==> src/sv/tspr_pkg.sv <==
// Shared types, register indexes and coefficient tables of the three-shear pixel rotator.
`default_nettype none

package tspr_pkg;

	// Configuration register indexes
	localparam int CFG_IDX_W = 3;
	localparam logic [CFG_IDX_W-1:0] REG_ANGLE     = 3'd0;
	localparam logic [CFG_IDX_W-1:0] REG_SLICE_W   = 3'd1;
	localparam logic [CFG_IDX_W-1:0] REG_SLICE_H   = 3'd2;
	localparam logic [CFG_IDX_W-1:0] REG_SCALE_X   = 3'd3;
	localparam logic [CFG_IDX_W-1:0] REG_SCALE_Y   = 3'd4;
	localparam logic [CFG_IDX_W-1:0] REG_ORIGIN_X  = 3'd5;
	localparam logic [CFG_IDX_W-1:0] REG_ORIGIN_Y  = 3'd6;
	localparam logic [CFG_IDX_W-1:0] REG_LIGHTEN   = 3'd7;
	localparam int CFG_DATA_W = 16;

	// Offset from the slice centre and rotated position widths
	localparam int OFS_W = 10;
	localparam int POS_W = 12;

	// Angle handling constants
	localparam logic [8:0] DEG_90  = 9'd90;
	localparam logic [8:0] DEG_180 = 9'd180;
	localparam logic [8:0] DEG_270 = 9'd270;
	localparam logic [8:0] DEG_360 = 9'd360;
	// floor(2^24 / 360), used to estimate angle / 360
	localparam logic [15:0] RECIP_360 = 16'd46603;
	localparam int RECIP_SHIFT = 24;

	// Colour lightening
	localparam logic [8:0] LIGHTEN_STEP = 9'd20;
	localparam logic [7:0] COLOR_MAX = 8'd255;

	typedef struct packed {
		logic [15:0] angle_deg;
		logic [8:0]  slice_width;
		logic [8:0]  slice_height;
		logic [15:0] scale_x_q8;
		logic [15:0] scale_y_q8;
		logic [15:0] origin_x;
		logic [15:0] origin_y;
		logic        lighten_enable;
	} cfg_t;

	typedef struct packed {
		logic [7:0] red;
		logic [7:0] green;
		logic [7:0] blue;
		logic [7:0] alpha;
	} color_t;

	// tan(d/2) for d = 0..90 degrees, Q1.14
	localparam logic [14:0] HALF_TAN_TAB [91] = '{
		15'd0, 15'd143, 15'd286, 15'd429, 15'd572, 15'd715, 15'd859, 15'd1002, 15'd1146,
		15'd1289, 15'd1433, 15'd1578, 15'd1722, 15'd1867, 15'd2012, 15'd2157, 15'd2303,
		15'd2449, 15'd2595, 15'd2742, 15'd2889, 15'd3037, 15'd3185, 15'd3333, 15'd3483,
		15'd3632, 15'd3783, 15'd3933, 15'd4085, 15'd4237, 15'd4390, 15'd4544, 15'd4698,
		15'd4853, 15'd5009, 15'd5166, 15'd5323, 15'd5482, 15'd5641, 15'd5802, 15'd5963,
		15'd6126, 15'd6289, 15'd6454, 15'd6620, 15'd6786, 15'd6955, 15'd7124, 15'd7295,
		15'd7467, 15'd7640, 15'd7815, 15'd7991, 15'd8169, 15'd8348, 15'd8529, 15'd8712,
		15'd8896, 15'd9082, 15'd9270, 15'd9459, 15'd9651, 15'd9845, 15'd10040, 15'd10238,
		15'd10438, 15'd10640, 15'd10844, 15'd11051, 15'd11260, 15'd11472, 15'd11687,
		15'd11904, 15'd12124, 15'd12346, 15'd12572, 15'd12801, 15'd13032, 15'd13268,
		15'd13506, 15'd13748, 15'd13993, 15'd14242, 15'd14495, 15'd14752, 15'd15013,
		15'd15278, 15'd15548, 15'd15822, 15'd16101, 15'd16384
	};

	// sin(d) for d = 0..90 degrees, Q1.14
	localparam logic [14:0] SINE_TAB [91] = '{
		15'd0, 15'd286, 15'd572, 15'd857, 15'd1143, 15'd1428, 15'd1713, 15'd1997, 15'd2280,
		15'd2563, 15'd2845, 15'd3126, 15'd3406, 15'd3686, 15'd3964, 15'd4240, 15'd4516,
		15'd4790, 15'd5063, 15'd5334, 15'd5604, 15'd5872, 15'd6138, 15'd6402, 15'd6664,
		15'd6924, 15'd7182, 15'd7438, 15'd7692, 15'd7943, 15'd8192, 15'd8438, 15'd8682,
		15'd8923, 15'd9162, 15'd9397, 15'd9630, 15'd9860, 15'd10087, 15'd10311, 15'd10531,
		15'd10749, 15'd10963, 15'd11174, 15'd11381, 15'd11585, 15'd11786, 15'd11982,
		15'd12176, 15'd12365, 15'd12551, 15'd12733, 15'd12911, 15'd13085, 15'd13255,
		15'd13421, 15'd13583, 15'd13741, 15'd13894, 15'd14044, 15'd14189, 15'd14330,
		15'd14466, 15'd14598, 15'd14726, 15'd14849, 15'd14968, 15'd15082, 15'd15191,
		15'd15296, 15'd15396, 15'd15491, 15'd15582, 15'd15668, 15'd15749, 15'd15826,
		15'd15897, 15'd15964, 15'd16026, 15'd16083, 15'd16135, 15'd16182, 15'd16225,
		15'd16262, 15'd16294, 15'd16322, 15'd16344, 15'd16362, 15'd16374, 15'd16382,
		15'd16384
	};

endpackage

`default_nettype wire

==> src/sv/tspr_cfg_regs.sv <==
// Configuration register file of the three-shear pixel rotator.
`default_nettype none

module tspr_cfg_regs (
	input  wire logic                          clk,
	input  wire logic                          arst_n,
	input  wire logic                          cfg_valid,
	output logic                               cfg_ready,
	input  wire logic [tspr_pkg::CFG_IDX_W-1:0]  cfg_index,
	input  wire logic [tspr_pkg::CFG_DATA_W-1:0] cfg_data,
	output tspr_pkg::cfg_t                     cfg
);
	import tspr_pkg::*;

	cfg_t cfg_q;

	// Always take a write request
	assign cfg_ready = 1'b1;
	assign cfg = cfg_q;

	// Write the addressed register
	always_ff @(posedge clk or negedge arst_n) begin
		if (!arst_n) begin
			cfg_q.angle_deg      <= 16'd0;
			cfg_q.slice_width    <= 9'd16;
			cfg_q.slice_height   <= 9'd16;
			cfg_q.scale_x_q8     <= 16'd256;
			cfg_q.scale_y_q8     <= 16'd256;
			cfg_q.origin_x       <= 16'd0;
			cfg_q.origin_y       <= 16'd0;
			cfg_q.lighten_enable <= 1'b0;
		end else if (cfg_valid) begin
			case (cfg_index)
				REG_ANGLE:    cfg_q.angle_deg      <= cfg_data;
				REG_SLICE_W:  cfg_q.slice_width    <= cfg_data[8:0];
				REG_SLICE_H:  cfg_q.slice_height   <= cfg_data[8:0];
				REG_SCALE_X:  cfg_q.scale_x_q8     <= cfg_data;
				REG_SCALE_Y:  cfg_q.scale_y_q8     <= cfg_data;
				REG_ORIGIN_X: cfg_q.origin_x       <= cfg_data;
				REG_ORIGIN_Y: cfg_q.origin_y       <= cfg_data;
				REG_LIGHTEN:  cfg_q.lighten_enable <= cfg_data[0];
				default: ;
			endcase
		end
	end

endmodule

`default_nettype wire

==> src/sv/tspr_front.sv <==
// Front stages: transparency drop, lightening, angle reduction, centring, coefficient lookup.
`default_nettype none

module tspr_front #(
	parameter int MAX_SLICE_DIM  = 256,
	parameter int COEF_FRAC_BITS = 14
) (
	input  wire logic                            clk,
	input  wire logic                            arst_n,
	input  wire tspr_pkg::cfg_t                  cfg,
	input  wire logic                            up_valid,
	output logic                                 up_stall,
	input  wire logic [7:0]                      src_u,
	input  wire logic [7:0]                      src_v,
	input  wire tspr_pkg::color_t                up_color,
	input  wire logic [7:0]                      above_alpha,
	output logic                                 dn_valid,
	input  wire logic                            dn_stall,
	output tspr_pkg::color_t                     dn_color,
	output logic signed [tspr_pkg::OFS_W-1:0]    dx,
	output logic signed [tspr_pkg::OFS_W-1:0]    dy,
	output logic signed [COEF_FRAC_BITS+1:0]     tn,
	output logic signed [COEF_FRAC_BITS+1:0]     sn
);
	import tspr_pkg::*;

	localparam int CW  = COEF_FRAC_BITS + 2;
	localparam int LSH = (COEF_FRAC_BITS >= 14) ? COEF_FRAC_BITS - 14 : 0;
	localparam int RSH = (COEF_FRAC_BITS < 14) ? 14 - COEF_FRAC_BITS : 0;
	localparam int RND = (1 << RSH) >> 1;

	// Bring a Q1.14 entry to the configured fraction width, rounding half up
	function automatic logic [CW-2:0] coef_scale(input logic [14:0] v);
		logic [31:0] x;
		x = 32'(v);
		if (COEF_FRAC_BITS >= 14) begin
			x = x << LSH;
		end else begin
			x = (x + 32'(RND)) >> RSH;
		end
		return x[CW-2:0];
	endfunction

	function automatic logic [7:0] brighten(input logic [7:0] c);
		logic [8:0] s;
		s = {1'b0, c} + LIGHTEN_STEP;
		return s[8] ? COLOR_MAX : s[7:0];
	endfunction

	logic move_s1, move_s2, move_s3;
	logic v_s1, v_s2, v_s3;

	// Stage 1 registers
	color_t                  col_s1;
	logic [15:0]             ang_s1;
	logic [31:0]             quo_s1;
	logic signed [OFS_W-1:0] dxn_s1, dxf_s1, dyn_s1, dyf_s1;
	// Stage 2 registers
	color_t                  col_s2;
	logic [8:0]              r_s2;
	logic signed [OFS_W-1:0] dxn_s2, dxf_s2, dyn_s2, dyf_s2;
	// Stage 3 registers
	color_t                  col_s3;
	logic signed [OFS_W-1:0] dx_s3, dy_s3;
	logic signed [CW-1:0]    tn_s3, sn_s3;

	// Stage 1 logic
	logic               lit;
	color_t             col_in;
	logic signed [16:0] ang_x;
	logic [16:0]        ang_abs;
	logic [8:0]         w_c, h_c;
	logic [7:0]         cx, cy;

	// Stage 2 logic
	logic [7:0]  quo;
	logic [16:0] qm, rem;

	// Stage 3 logic
	logic                flip;
	logic signed [9:0]   t;
	logic [6:0]          idx;
	logic [CW-2:0]       tn_mag, sn_mag;

	// Advance a stage when it is empty or the next one advances
	assign move_s3  = !v_s3 || !dn_stall;
	assign move_s2  = !v_s2 || move_s3;
	assign move_s1  = !v_s1 || move_s2;
	assign up_stall = !move_s1;

	// Lighten, start the angle / 360 estimate, form both centred offsets
	always_comb begin
		lit = cfg.lighten_enable && (above_alpha == 8'd0);
		col_in = up_color;
		if (lit) begin
			col_in.red   = brighten(up_color.red);
			col_in.green = brighten(up_color.green);
			col_in.blue  = brighten(up_color.blue);
		end
		ang_x   = {cfg.angle_deg[15], cfg.angle_deg};
		ang_abs = ang_x[16] ? 17'(-ang_x) : 17'(ang_x);
		w_c = (32'(cfg.slice_width) > MAX_SLICE_DIM) ? 9'(MAX_SLICE_DIM) : cfg.slice_width;
		h_c = (32'(cfg.slice_height) > MAX_SLICE_DIM) ? 9'(MAX_SLICE_DIM) : cfg.slice_height;
		cx = w_c[8:1];
		cy = h_c[8:1];
	end

	// Finish the remainder by 360 with one correction step
	always_comb begin
		quo = quo_s1[RECIP_SHIFT+7:RECIP_SHIFT];
		qm  = 17'(quo) * 17'(DEG_360);
		rem = 17'(ang_s1) - qm;
		if (rem >= 17'(DEG_360)) begin
			rem = rem - 17'(DEG_360);
		end
	end

	// Pick flip and shear angle, look up coefficients
	always_comb begin
		flip = (r_s2 < DEG_90) || (r_s2 > DEG_270);
		if (flip) begin
			t = (r_s2 > DEG_270) ? $signed({1'b0, r_s2}) - $signed({1'b0, DEG_360})
			                     : $signed({1'b0, r_s2});
		end else begin
			t = $signed({1'b0, r_s2}) - $signed({1'b0, DEG_180});
		end
		idx    = t[9] ? 7'(-t) : 7'(t);
		tn_mag = coef_scale(HALF_TAN_TAB[idx]);
		sn_mag = coef_scale(SINE_TAB[idx]);
	end

	// Valid bits
	always_ff @(posedge clk or negedge arst_n) begin
		if (!arst_n) begin
			v_s1 <= 1'b0;
			v_s2 <= 1'b0;
			v_s3 <= 1'b0;
		end else begin
			if (move_s1) begin
				v_s1 <= up_valid && (up_color.alpha != 8'd0);
			end
			if (move_s2) begin
				v_s2 <= v_s1;
			end
			if (move_s3) begin
				v_s3 <= v_s2;
			end
		end
	end

	// Payload
	always_ff @(posedge clk) begin
		if (move_s1) begin
			col_s1 <= col_in;
			ang_s1 <= ang_abs[15:0];
			quo_s1 <= 32'(ang_abs) * 32'(RECIP_360);
			dxn_s1 <= $signed({2'b00, src_u}) - $signed({2'b00, cx});
			dxf_s1 <= $signed({1'b0, w_c}) - $signed({2'b00, src_u}) - $signed({2'b00, cx});
			dyn_s1 <= $signed({2'b00, src_v}) - $signed({2'b00, cy});
			dyf_s1 <= $signed({1'b0, h_c}) - $signed({2'b00, src_v}) - $signed({2'b00, cy});
		end
		if (move_s2) begin
			col_s2 <= col_s1;
			r_s2   <= rem[8:0];
			dxn_s2 <= dxn_s1;
			dxf_s2 <= dxf_s1;
			dyn_s2 <= dyn_s1;
			dyf_s2 <= dyf_s1;
		end
		if (move_s3) begin
			col_s3 <= col_s2;
			dx_s3  <= flip ? dxf_s2 : dxn_s2;
			dy_s3  <= flip ? dyf_s2 : dyn_s2;
			tn_s3  <= t[9] ? -$signed({1'b0, tn_mag}) : $signed({1'b0, tn_mag});
			sn_s3  <= t[9] ? -$signed({1'b0, sn_mag}) : $signed({1'b0, sn_mag});
		end
	end

	assign dn_valid = v_s3;
	assign dn_color = col_s3;
	assign dx = dx_s3;
	assign dy = dy_s3;
	assign tn = tn_s3;
	assign sn = sn_s3;

	a_opaque_enters: assert property (@(posedge clk) disable iff (!arst_n)
		(up_valid && !up_stall && (up_color.alpha != 8'd0)) |=> v_s1)
		else $error("opaque pixel request not loaded into stage 1");

	a_rem_range: assert property (@(posedge clk) disable iff (!arst_n)
		v_s2 |-> (r_s2 < DEG_360))
		else $error("reduced angle out of range");

	a_hold_s3: assert property (@(posedge clk) disable iff (!arst_n)
		(v_s3 && dn_stall) |=> (v_s3 && $stable(dx_s3) && $stable(tn_s3)))
		else $error("stage 3 changed while stalled");

endmodule

`default_nettype wire

==> src/sv/tspr_shear.sv <==
// Three shear stages: x, then y, then x, each rounded half away from zero.
`default_nettype none

module tspr_shear #(
	parameter int COEF_FRAC_BITS = 14
) (
	input  wire logic                            clk,
	input  wire logic                            arst_n,
	input  wire logic                            up_valid,
	output logic                                 up_stall,
	input  wire tspr_pkg::color_t                up_color,
	input  wire logic signed [tspr_pkg::OFS_W-1:0] dx,
	input  wire logic signed [tspr_pkg::OFS_W-1:0] dy,
	input  wire logic signed [COEF_FRAC_BITS+1:0]  tn,
	input  wire logic signed [COEF_FRAC_BITS+1:0]  sn,
	output logic                                 dn_valid,
	input  wire logic                            dn_stall,
	output tspr_pkg::color_t                     dn_color,
	output logic signed [tspr_pkg::POS_W-1:0]    pos_x,
	output logic signed [tspr_pkg::POS_W-1:0]    pos_y
);
	import tspr_pkg::*;

	localparam int CW = COEF_FRAC_BITS + 2;
	localparam int SW = POS_W + CW + 1;

	// Divide by 2^COEF_FRAC_BITS, rounding half away from zero
	function automatic logic signed [POS_W-1:0] rnd(input logic signed [SW-1:0] p);
		logic [SW-1:0] m;
		logic [SW-1:0] q;
		m = p[SW-1] ? SW'(-p) : SW'(p);
		q = (m + (SW'(1) << (COEF_FRAC_BITS - 1))) >> COEF_FRAC_BITS;
		return p[SW-1] ? -$signed(q[POS_W-1:0]) : $signed(q[POS_W-1:0]);
	endfunction

	logic move_s4, move_s5, move_s6;
	logic v_s4, v_s5, v_s6;

	color_t                  col_s4, col_s5, col_s6;
	logic signed [POS_W-1:0] x1_s4, x1_s5, y1_s5, y1_s6, x2_s6;
	logic signed [OFS_W-1:0] dy_s4;
	logic signed [CW-1:0]    tn_s4, sn_s4, tn_s5;

	logic signed [OFS_W+CW-1:0] p_dy_tn;
	logic signed [POS_W+CW-1:0] p_x1_sn, p_y1_tn;
	logic signed [SW-1:0]       sum1, sum2, sum3;

	assign move_s6  = !v_s6 || !dn_stall;
	assign move_s5  = !v_s5 || move_s6;
	assign move_s4  = !v_s4 || move_s5;
	assign up_stall = !move_s4;

	// One product and one rounded sum per stage
	always_comb begin
		p_dy_tn = dy * tn;
		sum1    = (SW'(dx) <<< COEF_FRAC_BITS) - SW'(p_dy_tn);
		p_x1_sn = x1_s4 * sn_s4;
		sum2    = SW'(p_x1_sn) + (SW'(dy_s4) <<< COEF_FRAC_BITS);
		p_y1_tn = y1_s5 * tn_s5;
		sum3    = (SW'(x1_s5) <<< COEF_FRAC_BITS) - SW'(p_y1_tn);
	end

	always_ff @(posedge clk or negedge arst_n) begin
		if (!arst_n) begin
			v_s4 <= 1'b0;
			v_s5 <= 1'b0;
			v_s6 <= 1'b0;
		end else begin
			if (move_s4) begin
				v_s4 <= up_valid;
			end
			if (move_s5) begin
				v_s5 <= v_s4;
			end
			if (move_s6) begin
				v_s6 <= v_s5;
			end
		end
	end

	always_ff @(posedge clk) begin
		if (move_s4) begin
			col_s4 <= up_color;
			x1_s4  <= rnd(sum1);
			dy_s4  <= dy;
			tn_s4  <= tn;
			sn_s4  <= sn;
		end
		if (move_s5) begin
			col_s5 <= col_s4;
			x1_s5  <= x1_s4;
			y1_s5  <= rnd(sum2);
			tn_s5  <= tn_s4;
		end
		if (move_s6) begin
			col_s6 <= col_s5;
			y1_s6  <= y1_s5;
			x2_s6  <= rnd(sum3);
		end
	end

	assign dn_valid = v_s6;
	assign dn_color = col_s6;
	assign pos_x = x2_s6;
	assign pos_y = y1_s6;

endmodule

`default_nettype wire

==> src/sv/tspr_place.sv <==
// Output stages: Q8.8 scaling, origin offset with saturation, fill size, output register.
`default_nettype none

module tspr_place (
	input  wire logic                           clk,
	input  wire logic                           arst_n,
	input  wire tspr_pkg::cfg_t                 cfg,
	input  wire logic                           up_valid,
	output logic                                up_stall,
	input  wire tspr_pkg::color_t               up_color,
	input  wire logic signed [tspr_pkg::POS_W-1:0] pos_x,
	input  wire logic signed [tspr_pkg::POS_W-1:0] pos_y,
	output logic                                dn_valid,
	input  wire logic                           dn_stall,
	output tspr_pkg::color_t                    dn_color,
	output logic signed [15:0]                  dest_x,
	output logic signed [15:0]                  dest_y,
	output logic [8:0]                          fill_width,
	output logic [8:0]                          fill_height
);
	import tspr_pkg::*;

	localparam int PW = POS_W + 17;

	// Truncate a scaled position toward zero, add the origin, saturate
	function automatic logic signed [15:0] settle(input logic signed [PW-1:0] p,
	                                              input logic [15:0] origin);
		logic [PW-1:0]      m;
		logic [PW-9:0]      tq;
		logic signed [23:0] s;
		m  = p[PW-1] ? PW'(-p) : PW'(p);
		tq = m[PW-1:8];
		s  = p[PW-1] ? -$signed(24'(tq)) : $signed(24'(tq));
		s  = s + 24'($signed(origin));
		if (s > 24'sd32767) begin
			return 16'sh7FFF;
		end else if (s < -24'sd32768) begin
			return 16'sh8000;
		end
		return s[15:0];
	endfunction

	logic move_s7, move_s8;
	logic v_s7, v_s8;

	color_t               col_s7, col_s8;
	logic signed [PW-1:0] px_s7, py_s7;
	logic signed [15:0]   dx_s8, dy_s8;
	logic [8:0]           fw_s8, fh_s8;
	logic [16:0]          fw_sum, fh_sum;

	assign move_s8  = !v_s8 || !dn_stall;
	assign move_s7  = !v_s7 || move_s8;
	assign up_stall = !move_s7;

	// Round the scale factors up to whole pixels
	assign fw_sum = {1'b0, cfg.scale_x_q8} + 17'd255;
	assign fh_sum = {1'b0, cfg.scale_y_q8} + 17'd255;

	always_ff @(posedge clk or negedge arst_n) begin
		if (!arst_n) begin
			v_s7 <= 1'b0;
			v_s8 <= 1'b0;
		end else begin
			if (move_s7) begin
				v_s7 <= up_valid;
			end
			if (move_s8) begin
				v_s8 <= v_s7;
			end
		end
	end

	always_ff @(posedge clk) begin
		if (move_s7) begin
			col_s7 <= up_color;
			px_s7  <= pos_x * $signed({1'b0, cfg.scale_x_q8});
			py_s7  <= pos_y * $signed({1'b0, cfg.scale_y_q8});
		end
		if (move_s8) begin
			col_s8 <= col_s7;
			dx_s8  <= settle(px_s7, cfg.origin_x);
			dy_s8  <= settle(py_s7, cfg.origin_y);
			fw_s8  <= fw_sum[16:8];
			fh_s8  <= fh_sum[16:8];
		end
	end

	assign dn_valid    = v_s8;
	assign dn_color    = col_s8;
	assign dest_x      = dx_s8;
	assign dest_y      = dy_s8;
	assign fill_width  = fw_s8;
	assign fill_height = fh_s8;

	a_load_s8: assert property (@(posedge clk) disable iff (!arst_n)
		(v_s7 && move_s8) |=> v_s8)
		else $error("stage 7 request lost on its way to the output");

	a_hold_out: assert property (@(posedge clk) disable iff (!arst_n)
		(v_s8 && dn_stall) |=> (v_s8 && $stable(dx_s8) && $stable(col_s8)))
		else $error("output register changed while stalled");

endmodule

`default_nettype wire

==> src/sv/three_shear_pixel_rotator.sv <==
// Top level of the three-shear pixel rotator.
//
// Maps one sprite pixel per cycle to a filled screen rectangle. The datapath is an
// eight-stage pipeline: three front stages (lightening, angle remainder by 360,
// centring and coefficient lookup), three shear stages (one multiply and rounded
// sum each) and two placement stages (Q8.8 scale multiply, then origin add with
// saturation into the output register). A pixel is accepted in every cycle that
// in_stall is low; the stage-to-stage stall chain lets new pixels fill empty
// stages while a result waits. Pixels with alpha zero are dropped at the first
// stage and give no result. cfg_ready is always high; write registers only while
// no pixel is in flight.
`default_nettype none

module three_shear_pixel_rotator #(
	parameter int MAX_SLICE_DIM  = 256,
	parameter int COEF_FRAC_BITS = 14
) (
	input  wire logic                             clk,
	input  wire logic                             arst_n,
	input  wire logic                             cfg_valid,
	output logic                                  cfg_ready,
	input  wire logic [tspr_pkg::CFG_IDX_W-1:0]   cfg_index,
	input  wire logic [tspr_pkg::CFG_DATA_W-1:0]  cfg_data,
	input  wire logic                             in_valid,
	output logic                                  in_stall,
	input  wire logic [7:0]                       src_u,
	input  wire logic [7:0]                       src_v,
	input  wire logic [7:0]                       in_red,
	input  wire logic [7:0]                       in_green,
	input  wire logic [7:0]                       in_blue,
	input  wire logic [7:0]                       in_alpha,
	input  wire logic [7:0]                       above_alpha,
	output logic                                  out_valid,
	input  wire logic                             out_stall,
	output logic signed [15:0]                    dest_x,
	output logic signed [15:0]                    dest_y,
	output logic [8:0]                            fill_width,
	output logic [8:0]                            fill_height,
	output logic [7:0]                            out_red,
	output logic [7:0]                            out_green,
	output logic [7:0]                            out_blue,
	output logic [7:0]                            out_alpha
);
	import tspr_pkg::*;

	localparam int CW = COEF_FRAC_BITS + 2;

	cfg_t   cfg;
	color_t in_color, fr_color, sh_color, pl_color;

	logic                    fr_valid, fr_stall, sh_valid, sh_stall;
	logic signed [OFS_W-1:0] fr_dx, fr_dy;
	logic signed [CW-1:0]    fr_tn, fr_sn;
	logic signed [POS_W-1:0] sh_x, sh_y;

	assign in_color = '{red: in_red, green: in_green, blue: in_blue, alpha: in_alpha};

	tspr_cfg_regs u_cfg (
		.clk       (clk),
		.arst_n    (arst_n),
		.cfg_valid (cfg_valid),
		.cfg_ready (cfg_ready),
		.cfg_index (cfg_index),
		.cfg_data  (cfg_data),
		.cfg       (cfg)
	);

	tspr_front #(
		.MAX_SLICE_DIM  (MAX_SLICE_DIM),
		.COEF_FRAC_BITS (COEF_FRAC_BITS)
	) u_front (
		.clk         (clk),
		.arst_n      (arst_n),
		.cfg         (cfg),
		.up_valid    (in_valid),
		.up_stall    (in_stall),
		.src_u       (src_u),
		.src_v       (src_v),
		.up_color    (in_color),
		.above_alpha (above_alpha),
		.dn_valid    (fr_valid),
		.dn_stall    (fr_stall),
		.dn_color    (fr_color),
		.dx          (fr_dx),
		.dy          (fr_dy),
		.tn          (fr_tn),
		.sn          (fr_sn)
	);

	tspr_shear #(
		.COEF_FRAC_BITS (COEF_FRAC_BITS)
	) u_shear (
		.clk      (clk),
		.arst_n   (arst_n),
		.up_valid (fr_valid),
		.up_stall (fr_stall),
		.up_color (fr_color),
		.dx       (fr_dx),
		.dy       (fr_dy),
		.tn       (fr_tn),
		.sn       (fr_sn),
		.dn_valid (sh_valid),
		.dn_stall (sh_stall),
		.dn_color (sh_color),
		.pos_x    (sh_x),
		.pos_y    (sh_y)
	);

	tspr_place u_place (
		.clk         (clk),
		.arst_n      (arst_n),
		.cfg         (cfg),
		.up_valid    (sh_valid),
		.up_stall    (sh_stall),
		.up_color    (sh_color),
		.pos_x       (sh_x),
		.pos_y       (sh_y),
		.dn_valid    (out_valid),
		.dn_stall    (out_stall),
		.dn_color    (pl_color),
		.dest_x      (dest_x),
		.dest_y      (dest_y),
		.fill_width  (fill_width),
		.fill_height (fill_height)
	);

	assign out_red   = pl_color.red;
	assign out_green = pl_color.green;
	assign out_blue  = pl_color.blue;
	assign out_alpha = pl_color.alpha;

endmodule

`default_nettype wire

==> config.mk <==
export PLATFORM = sky130hd
export DESIGN_NAME = three_shear_pixel_rotator
export DESIGN_NICKNAME = d
export VERILOG_FILES = /design/src/sv/tspr_pkg.sv /design/src/sv/tspr_cfg_regs.sv /design/src/sv/tspr_front.sv /design/src/sv/tspr_shear.sv /design/src/sv/tspr_place.sv /design/src/sv/three_shear_pixel_rotator.sv
export SDC_FILE = /design/constraint.sdc
export NUM_CORES = 2
export LEC_CHECK = 0
export BUFFER_PORTS_ARGS = -buffer_cell sky130_fd_sc_hd__buf_2
export CAP_MARGIN = 20
export CORE_MARGIN = 2
export CORE_UTILIZATION = 45
export DETAILED_ROUTE_END_ITERATION = 6
export HOLD_SLACK_MARGIN = 0.06
export PLACE_DENSITY_LB_ADDON = 0.12
export SETUP_SLACK_MARGIN = 0.3
export SYNTH_ARGS = -nofsm -noshare
export SYNTH_HDL_FRONTEND = slang
export SYNTH_SLANG_ARGS = --single-unit
==> constraint.sdc <==
create_clock -name clk -period 8.7 [get_ports clk]
set_input_delay 1.74 -clock clk [delete_from_list [all_inputs] [get_ports clk]]
set_output_delay 1.74 -clock clk [all_outputs]
set_load 0.01 [all_outputs]
# Word-level counts from Yosys, hierarchy flattened
# Memory sizes are Yosys's and may differ from the RTL's.
# Cells that the tools add are included.
# op_classes
add_sub_neg,37
multipliers,7
div_mod_pow,0
n_lt_le_gt_ge,10
eq_ne,7
shifts,0
mux,41
bitwise,1
n_reduce_logical,32
# ops
cell,n
16-bit two-way mux,6
15-bit two-way mux,6
"26-bit by 14-bit adder with 26-bit output, second input constant",3
26-bit two-way mux,3
26-bit negator,3
24-bit two-way mux,3
12-bit by 17-bit multiplier with 29-bit output,2
29-bit two-way mux,2
29-bit negator,2
12-bit by 16-bit multiplier with 28-bit output,2
24-bit by 16-bit adder with 24-bit output,2
"24-bit by 16-bit > comparator with 1-bit output, second input constant",2
"24-bit by 16-bit less-than comparator with 1-bit output, second input constant",2
21-bit negator with 24-bit output,2
10-bit two-way mux,4
12-bit two-way mux,3
12-bit negator,3
"16-bit by 8-bit adder with 17-bit output, second input constant",2
"17-bit by 16-bit multiplier with 32-bit output, second input constant",1
15-bit negator with 16-bit output,2
28-bit by 24-bit adder with 29-bit output,1
26-bit by 28-bit subtractor with 29-bit output,1
"8-bit by 5-bit adder with 9-bit output, second input constant",3
"9-bit > comparator, second input constant",3
31 further kinds,72
# word_totals
reg_bits,778
latchBits,0
ramBits,0
romBits,3840
in_bits,80
elab_cells,217
mem_count,2
# memory_table
memory,words,width,read_ports,rd_clocked_by_memory_dff,write_ports,line_no,rtl
(no name shown),128,15,1,0,0,tspr_front.sv:128,tn_mag = coef_scale(HALF_TAN_TAB[idx]);
(no name shown),128,15,1,0,0,tspr_front.sv:129,sn_mag = coef_scale(SINE_TAB[idx]);

# Longest topological paths before layout
# logic_depth
word_depth,11
depth_mapped,37
mapped_depth_nobuf,33

# By module
# Synthesis repeated with hierarchy kept, for this count alone.
# unflattened
hier_cells,7886
area_unflattened_um2,79892.9
# by_module_without_submodules
module,n_inst,cells_per_inst,area_per_inst_um2,seq_area_each_um2
tspr_shear,1,3208,32120.8,6501.2
tspr_place,1,2305,22341.4,5215.0
tspr_front,1,2153,21588.2,7792.5
tspr_cfg_regs,1,220,3842.4,2482.4

# Least setup slack after synthesis
# No wires, ideal clock.
# synth_timing
path_kind,input to output
start,in out_stall
end,out in_stall
t_arrival_ns,7.385
required_time_ns,6.960
path_slack_ns,-0.425
stages,6
cell_sequence,and3_1 > and3_1 > nand3_1 > inv_1 > nand3_1 > inv_1
# synth_between
elab_chain_cells,10
# synth_rtl
item,line_no,rtl
"start, declared",three_shear_pixel_rotator.sv:34,"input wire logic out_stall,"
1-bit logical NOT,tspr_place.sv:52,assign move_s8 = !v_s8 || !dn_stall;
1-bit logical OR,tspr_place.sv:52,
1-bit logical OR,tspr_place.sv:53,assign move_s7 = !v_s7 || move_s8;
1-bit logical OR,tspr_shear.sv:48,assign move_s6 = !v_s6 || !dn_stall;
1-bit logical OR,tspr_shear.sv:49,assign move_s5 = !v_s5 || move_s6;
1-bit logical OR,tspr_shear.sv:50,assign move_s4 = !v_s4 || move_s5;
1-bit logical OR,tspr_front.sv:86,assign move_s3 = !v_s3 || !dn_stall;
via u_front.move_s3,tspr_front.sv:50,"logic move_s1, move_s2, move_s3;"
1-bit logical OR,tspr_front.sv:87,assign move_s2 = !v_s2 || move_s3;
1-bit logical OR,tspr_front.sv:88,assign move_s1 = !v_s1 || move_s2;
1-bit logical NOT,tspr_front.sv:89,assign up_stall = !move_s1;
"end, declared",three_shear_pixel_rotator.sv:25,"output logic in_stall,"
# The timed path passes the listed nets, and every way through them passes these cells.

# Worst setup path after layout
# layout_timing
start,reg u_shear.tn_s5[13]
end,"reg u_shear.x2_s6[11], in the netlist u_shear.pos_x[11], data pin"
# layout_between
elab_chain_cells,7
# layout_rtl
item,line_no,rtl
"start, declared",tspr_shear.sv:42,"logic signed [CW-1:0] tn_s4, sn_s4, tn_s5;"
"start signal, assigned",tspr_shear.sv:93,tn_s5 <= tn_s4;
12-bit by 16-bit multiplier with 28-bit output (*),tspr_shear.sv:59,p_y1_tn = y1_s5 * tn_s5;
26-bit by 28-bit subtractor with 29-bit output (*),tspr_shear.sv:60,sum3 = (SW'(x1_s5) <<< COEF_FRAC_BITS) - SW'(p_y1_tn);
26-bit negator,tspr_shear.sv:31,m = p[SW-1] ? SW'(-p) : SW'(p);
26-bit two-way mux,tspr_shear.sv:31,
26-bit by 14-bit adder with 26-bit output,tspr_shear.sv:32,q = (m + (SW'(1) << (COEF_FRAC_BITS - 1))) >> COEF_FRAC_BITS;
12-bit negator,tspr_shear.sv:33,return p[SW-1] ? -$signed(q[POS_W-1:0]) : $signed(q[POS_W-1:0]);
12-bit two-way mux (*),tspr_shear.sv:33,
"end signal, assigned",tspr_shear.sv:98,x2_s6 <= rnd(sum3);
"end, declared",tspr_shear.sv:40,"logic signed [POS_W-1:0] x1_s4, x1_s5, y1_s5, y1_s6, x2_s6;"
# Mark *: on every way between the ends. The rest lies on a longest branch, timed or not.
# A chain may end at the register's enable or synchronous reset.

==> summary.md <==
- Via Count: 54700
- Via-to-Cell Ratio: 5.37
- pin count of the biggest net entering global routing: 72
- number of global-route vias before repair: 56000
- largest fanout of any net on the critical path: 8
- number of levels in the clock H-tree: 3
- residual overflow from global routing: 0
- netlist area before placement: 0.0772 mm2
- fraction of final layout cells sized beyond drive strength 1: 0.107
- initial antenna violation count: 9
- core box area: 0.171 mm2
- cell at the root of the clock tree: sky130_fd_sc_hd__clkbuf_16
- Crit. Startpoint: u_shear.tn_s5[13]
- sequential fraction of the synthesis area: 0.285
- most common cell after layout, fill and taps aside: sky130_fd_sc_hd__inv_1
- TritonCTS buffer count: 86
- final WL: 196 mm
- async set-reset flop share out of synthesis: 0.143
- Global Route Usage Sum: 0.227
- post-detailed-placement half-perimeter wirelength: 153 mm
- Worst Hold Class: reg2reg
- startpoint of the tightest hold check path: u_front.dxn_s1[0]
- CP max stage cell: sky130_fd_sc_hd__fa_1
- starting utilization of the core area: 0.452
- count of different cell masters after synthesis: 108
- worst skew pair latency: 720 ps
- area of combinational cells with multiple inputs: 0.0500 mm2
- TritonCTS sink count: 750
- reg-to-reg slack, setup: 650 ps
- I/O pin count: 165
- terminus of the critical flop-to-flop path: u_shear.pos_x[11]
- number of core rows: 152
- max-cap viol count: 0
- Min-Delay Path Depth: 0
- relative slew slack: 0.257
- drc violations: 0
- count of endpoints failing hold in the final timing report: 0
- arrival time at the worst endpoint: 8460 ps
- destination of the worst hold path: u_front.dxn_s2[0]
- most frequent cells in the layout: sky130_fd_sc_hd__inv_1 (1232), sky130_fd_sc_hd__fa_1 (918), sky130_fd_sc_hd__nand2_1 (821)
- highest achievable clock rate: 0.124 GHz
- setup repair after global routing missed its margin: true
- Crit Reg-Reg Startpoint: u_shear.tn_s5[13]
- RD Place Congestion: 0.942
- Critical Path End Type: flop
- final-report setup violation count: 0
- number of inserted filler cells in the final layout: 15700
- area occupied by registers: 0.0220 mm2
- clk_skew: 73.3 ps
- DRT Pass-1 Iters: 5
- clock slew seen by the registers of the worst setup and hold paths: 60 ps
- Seq cells post-synth: 750
- Synth Area per Inst: 10.1 um2
- die height: 418 um
- Critical Path Start Type: flop
- final net count: 9548
- DIE WIDTH: 418 um
- worst path buffer plus inverter count: 5
- slew at the pin closest to its max-slew limit: 1110 ps
- Max stage delay on crit path: 540 ps
- first-pass GRT wire length: 315 mm
- final worst path period share: 0.925
- Synth Instances: 7611
- Worst Reg2Reg Path Length in Cells: 27
- Final Slew Violations: 0
- CP top delay family: adder cells
- worst setup path class: reg2reg
- flip-flop cell with the highest count after synthesis: sky130_fd_sc_hd__edfxtp_1
- Detailed Route Iter0 Violations: 3131
- layout overhead on the synthesized area: 10.8%
- count of yosys warnings during synthesis: 0
- endpoint required time on the critical path: 9110 ps
- Final Critical Period: 8050 ps
- total negative setup slack: 0 ps
- antenna-violating nets left: 0
- number of buffers between clock root and the deepest sink: 3
- Die Footprint: 0.175 mm2
- Port Buffers: 163
- result of the run: complete, no violations
- number of enable-type register cells in the synthesized netlist: 643
- cell occurring most often along the worst timing path: sky130_fd_sc_hd__fa_1
- CTS tree: built
- wire length per cell after detailed routing: 19.2 um
==> worst reg2reg max path: stages (launching register included) <==
cell,delay [ps]
sky130_fd_sc_hd__edfxtp_1,520
sky130_fd_sc_hd__buf_4,200
sky130_fd_sc_hd__and2_1,160
sky130_fd_sc_hd__fa_1,500
sky130_fd_sc_hd__inv_1,50
sky130_fd_sc_hd__fa_1,530
sky130_fd_sc_hd__fa_1,440
sky130_fd_sc_hd__fa_1,520
sky130_fd_sc_hd__fa_1,540
sky130_fd_sc_hd__inv_1,50
sky130_fd_sc_hd__fa_1,500
sky130_fd_sc_hd__inv_1,40
sky130_fd_sc_hd__ha_1,380
sky130_fd_sc_hd__nand2_1,200
sky130_fd_sc_hd__nor4_4,70
sky130_fd_sc_hd__a22o_1,260
sky130_fd_sc_hd__o311ai_2,290
sky130_fd_sc_hd__a41o_4,310
sky130_fd_sc_hd__a21o_4,160
sky130_fd_sc_hd__nand2_4,90
sky130_fd_sc_hd__buf_6,160
sky130_fd_sc_hd__o41ai_4,390
sky130_fd_sc_hd__o211ai_1,260
sky130_fd_sc_hd__or3_1,430
sky130_fd_sc_hd__o21ai_1,160
sky130_fd_sc_hd__a221oi_2,100
sky130_fd_sc_hd__o41ai_2,350
sky130_fd_sc_hd__xnor2_1,90
==> worst max-delay path by stage <==
stage / endpoint / cells after the start / slack [ps]
after detailed placement: u_shear.pos_x[11] / 27 / 60
final: u_shear.pos_x[11] / 27 / 650
after floorplan: u_shear.pos_x[11] / 32 / 330
after CTS: u_shear.pos_x[11] / 28 / 270
after global routing: u_shear.pos_x[11] / 28 / 260
after global placement: u_shear.pos_x[11] / 28 / 320
==> layout make-up <==
class,instances,share of cell area
multi-input combinational,5344,0.585
sequential,750,0.257
inverter,1242,0.0546
timing repair buffer,464,0.0374
tap,2233,0.0327
clock buffer,110,0.0270
clock inverter,50,0.00676
antenna,1,0.0000293
==> metrics by stage <==
stage	std cells	setup slack (ps)	hold slack [ps]	cell area [um2]	utilization
2_1_floorplan	7616	328	400	77200	-
3_3_place_gp	9888	320	401	81100	0.474
3_5_place_dp	9890	65.0	405	81100	0.475
4_1_cts	10100	271	415	84100	0.492
5_1_grt	10200	258	417	85500	0.500
6_report	10200	652	412	85600	0.500
==> logic make-up after synthesis <==
kind of cell,Yosys count,synth area share
XOR/XNOR,425,0.0496
other,2,0.0000973
flip-flops,750,0.285
buffers and inverters,1522,0.0749
adder cells (fa/ha/maj),1580,0.346
multiplexers,113,0.0163
AND/OR/NAND/NOR,2199,0.139
AO/OA/AOI/OAI,1020,0.0894
==> registers in the layout (all words and copies together) (netlist names), 15 cells and up <==
register	count
u_front.sn	16
u_place.dn_color	32
u_shear.tn_s5	16
u_front.col_s1	32
u_shear.col_s5	32
u_front.col_s2	32
u_shear.sn_s4	16
u_front.tn	16
u_front.ang_s1	15
u_place.px_s7	29
u_shear.dn_color	32
u_front.dn_color	32
u_shear.col_s4	32
u_place.dest_x	16
u_shear.tn_s4	16
u_place.col_s7	32
u_cfg.cfg	99
u_place.dest_y	16
u_place.py_s7	29
==> Yosys cell counts, drive strengths merged, types with 12 or more instances <==
cell type  number  area share
nand4          40      0.0032
o41ai          15      0.0019
a211oi         47      0.0046
a311oi         15      0.0019
edfxtp        643        0.25
and3           51      0.0041
o31ai          29      0.0030
nor4           37      0.0031
o21a           40      0.0039
mux2          103       0.015
inv          1237       0.060
a221oi         18      0.0021
o21bai         22      0.0021
nand2b         75      0.0061
a41oi          12      0.0014
o21ai         219       0.014
nand3         103      0.0067
nor3          129      0.0086
and4           12      0.0014
xnor2         291       0.034
or3            47      0.0038
nor2b          69      0.0056
fa            923        0.24
o211ai         44      0.0043
a21o           68      0.0066
buf            51      0.0034
or2            21      0.0017
nor2          335       0.016
and2          393       0.032
dfrtp         103       0.033
a21oi         233       0.015
nand2         830       0.040
o22ai          20      0.0016
or4            12      0.0012
o2111ai        13      0.0015
xor2          132       0.015
clkbuf        229       0.011
o311ai         17      0.0020
a31oi          50      0.0041
a2111oi        13      0.0017
ha            657        0.11
a21boi         24      0.0023
==> repair_timing <==
action / 4_1_cts / 5_1_grt
gates cloned: 0 / 0
gates resized for setup: 7 / 70
pin swaps: 1 / 26
hold buffers: 0 / 0
setup buffers: 10 / 131
endpoints found under the setup margin: 6 / 26
==> per-layer routing <==
metal | GRT usage | part of all wire | up-vias
met5 | 0 | 0.00012 | -
li1 | - | - | 25700
met3 | 0.0269 | 0.047 | 221
met2 | 0.380 | 0.48 | 1202
met1 | 0.316 | 0.45 | 27600
met4 | 0.0528 | 0.021 | 4
Power is not shown: default switching activity piles up to over one toggle a cycle in this logic, so the estimate is an artifact.
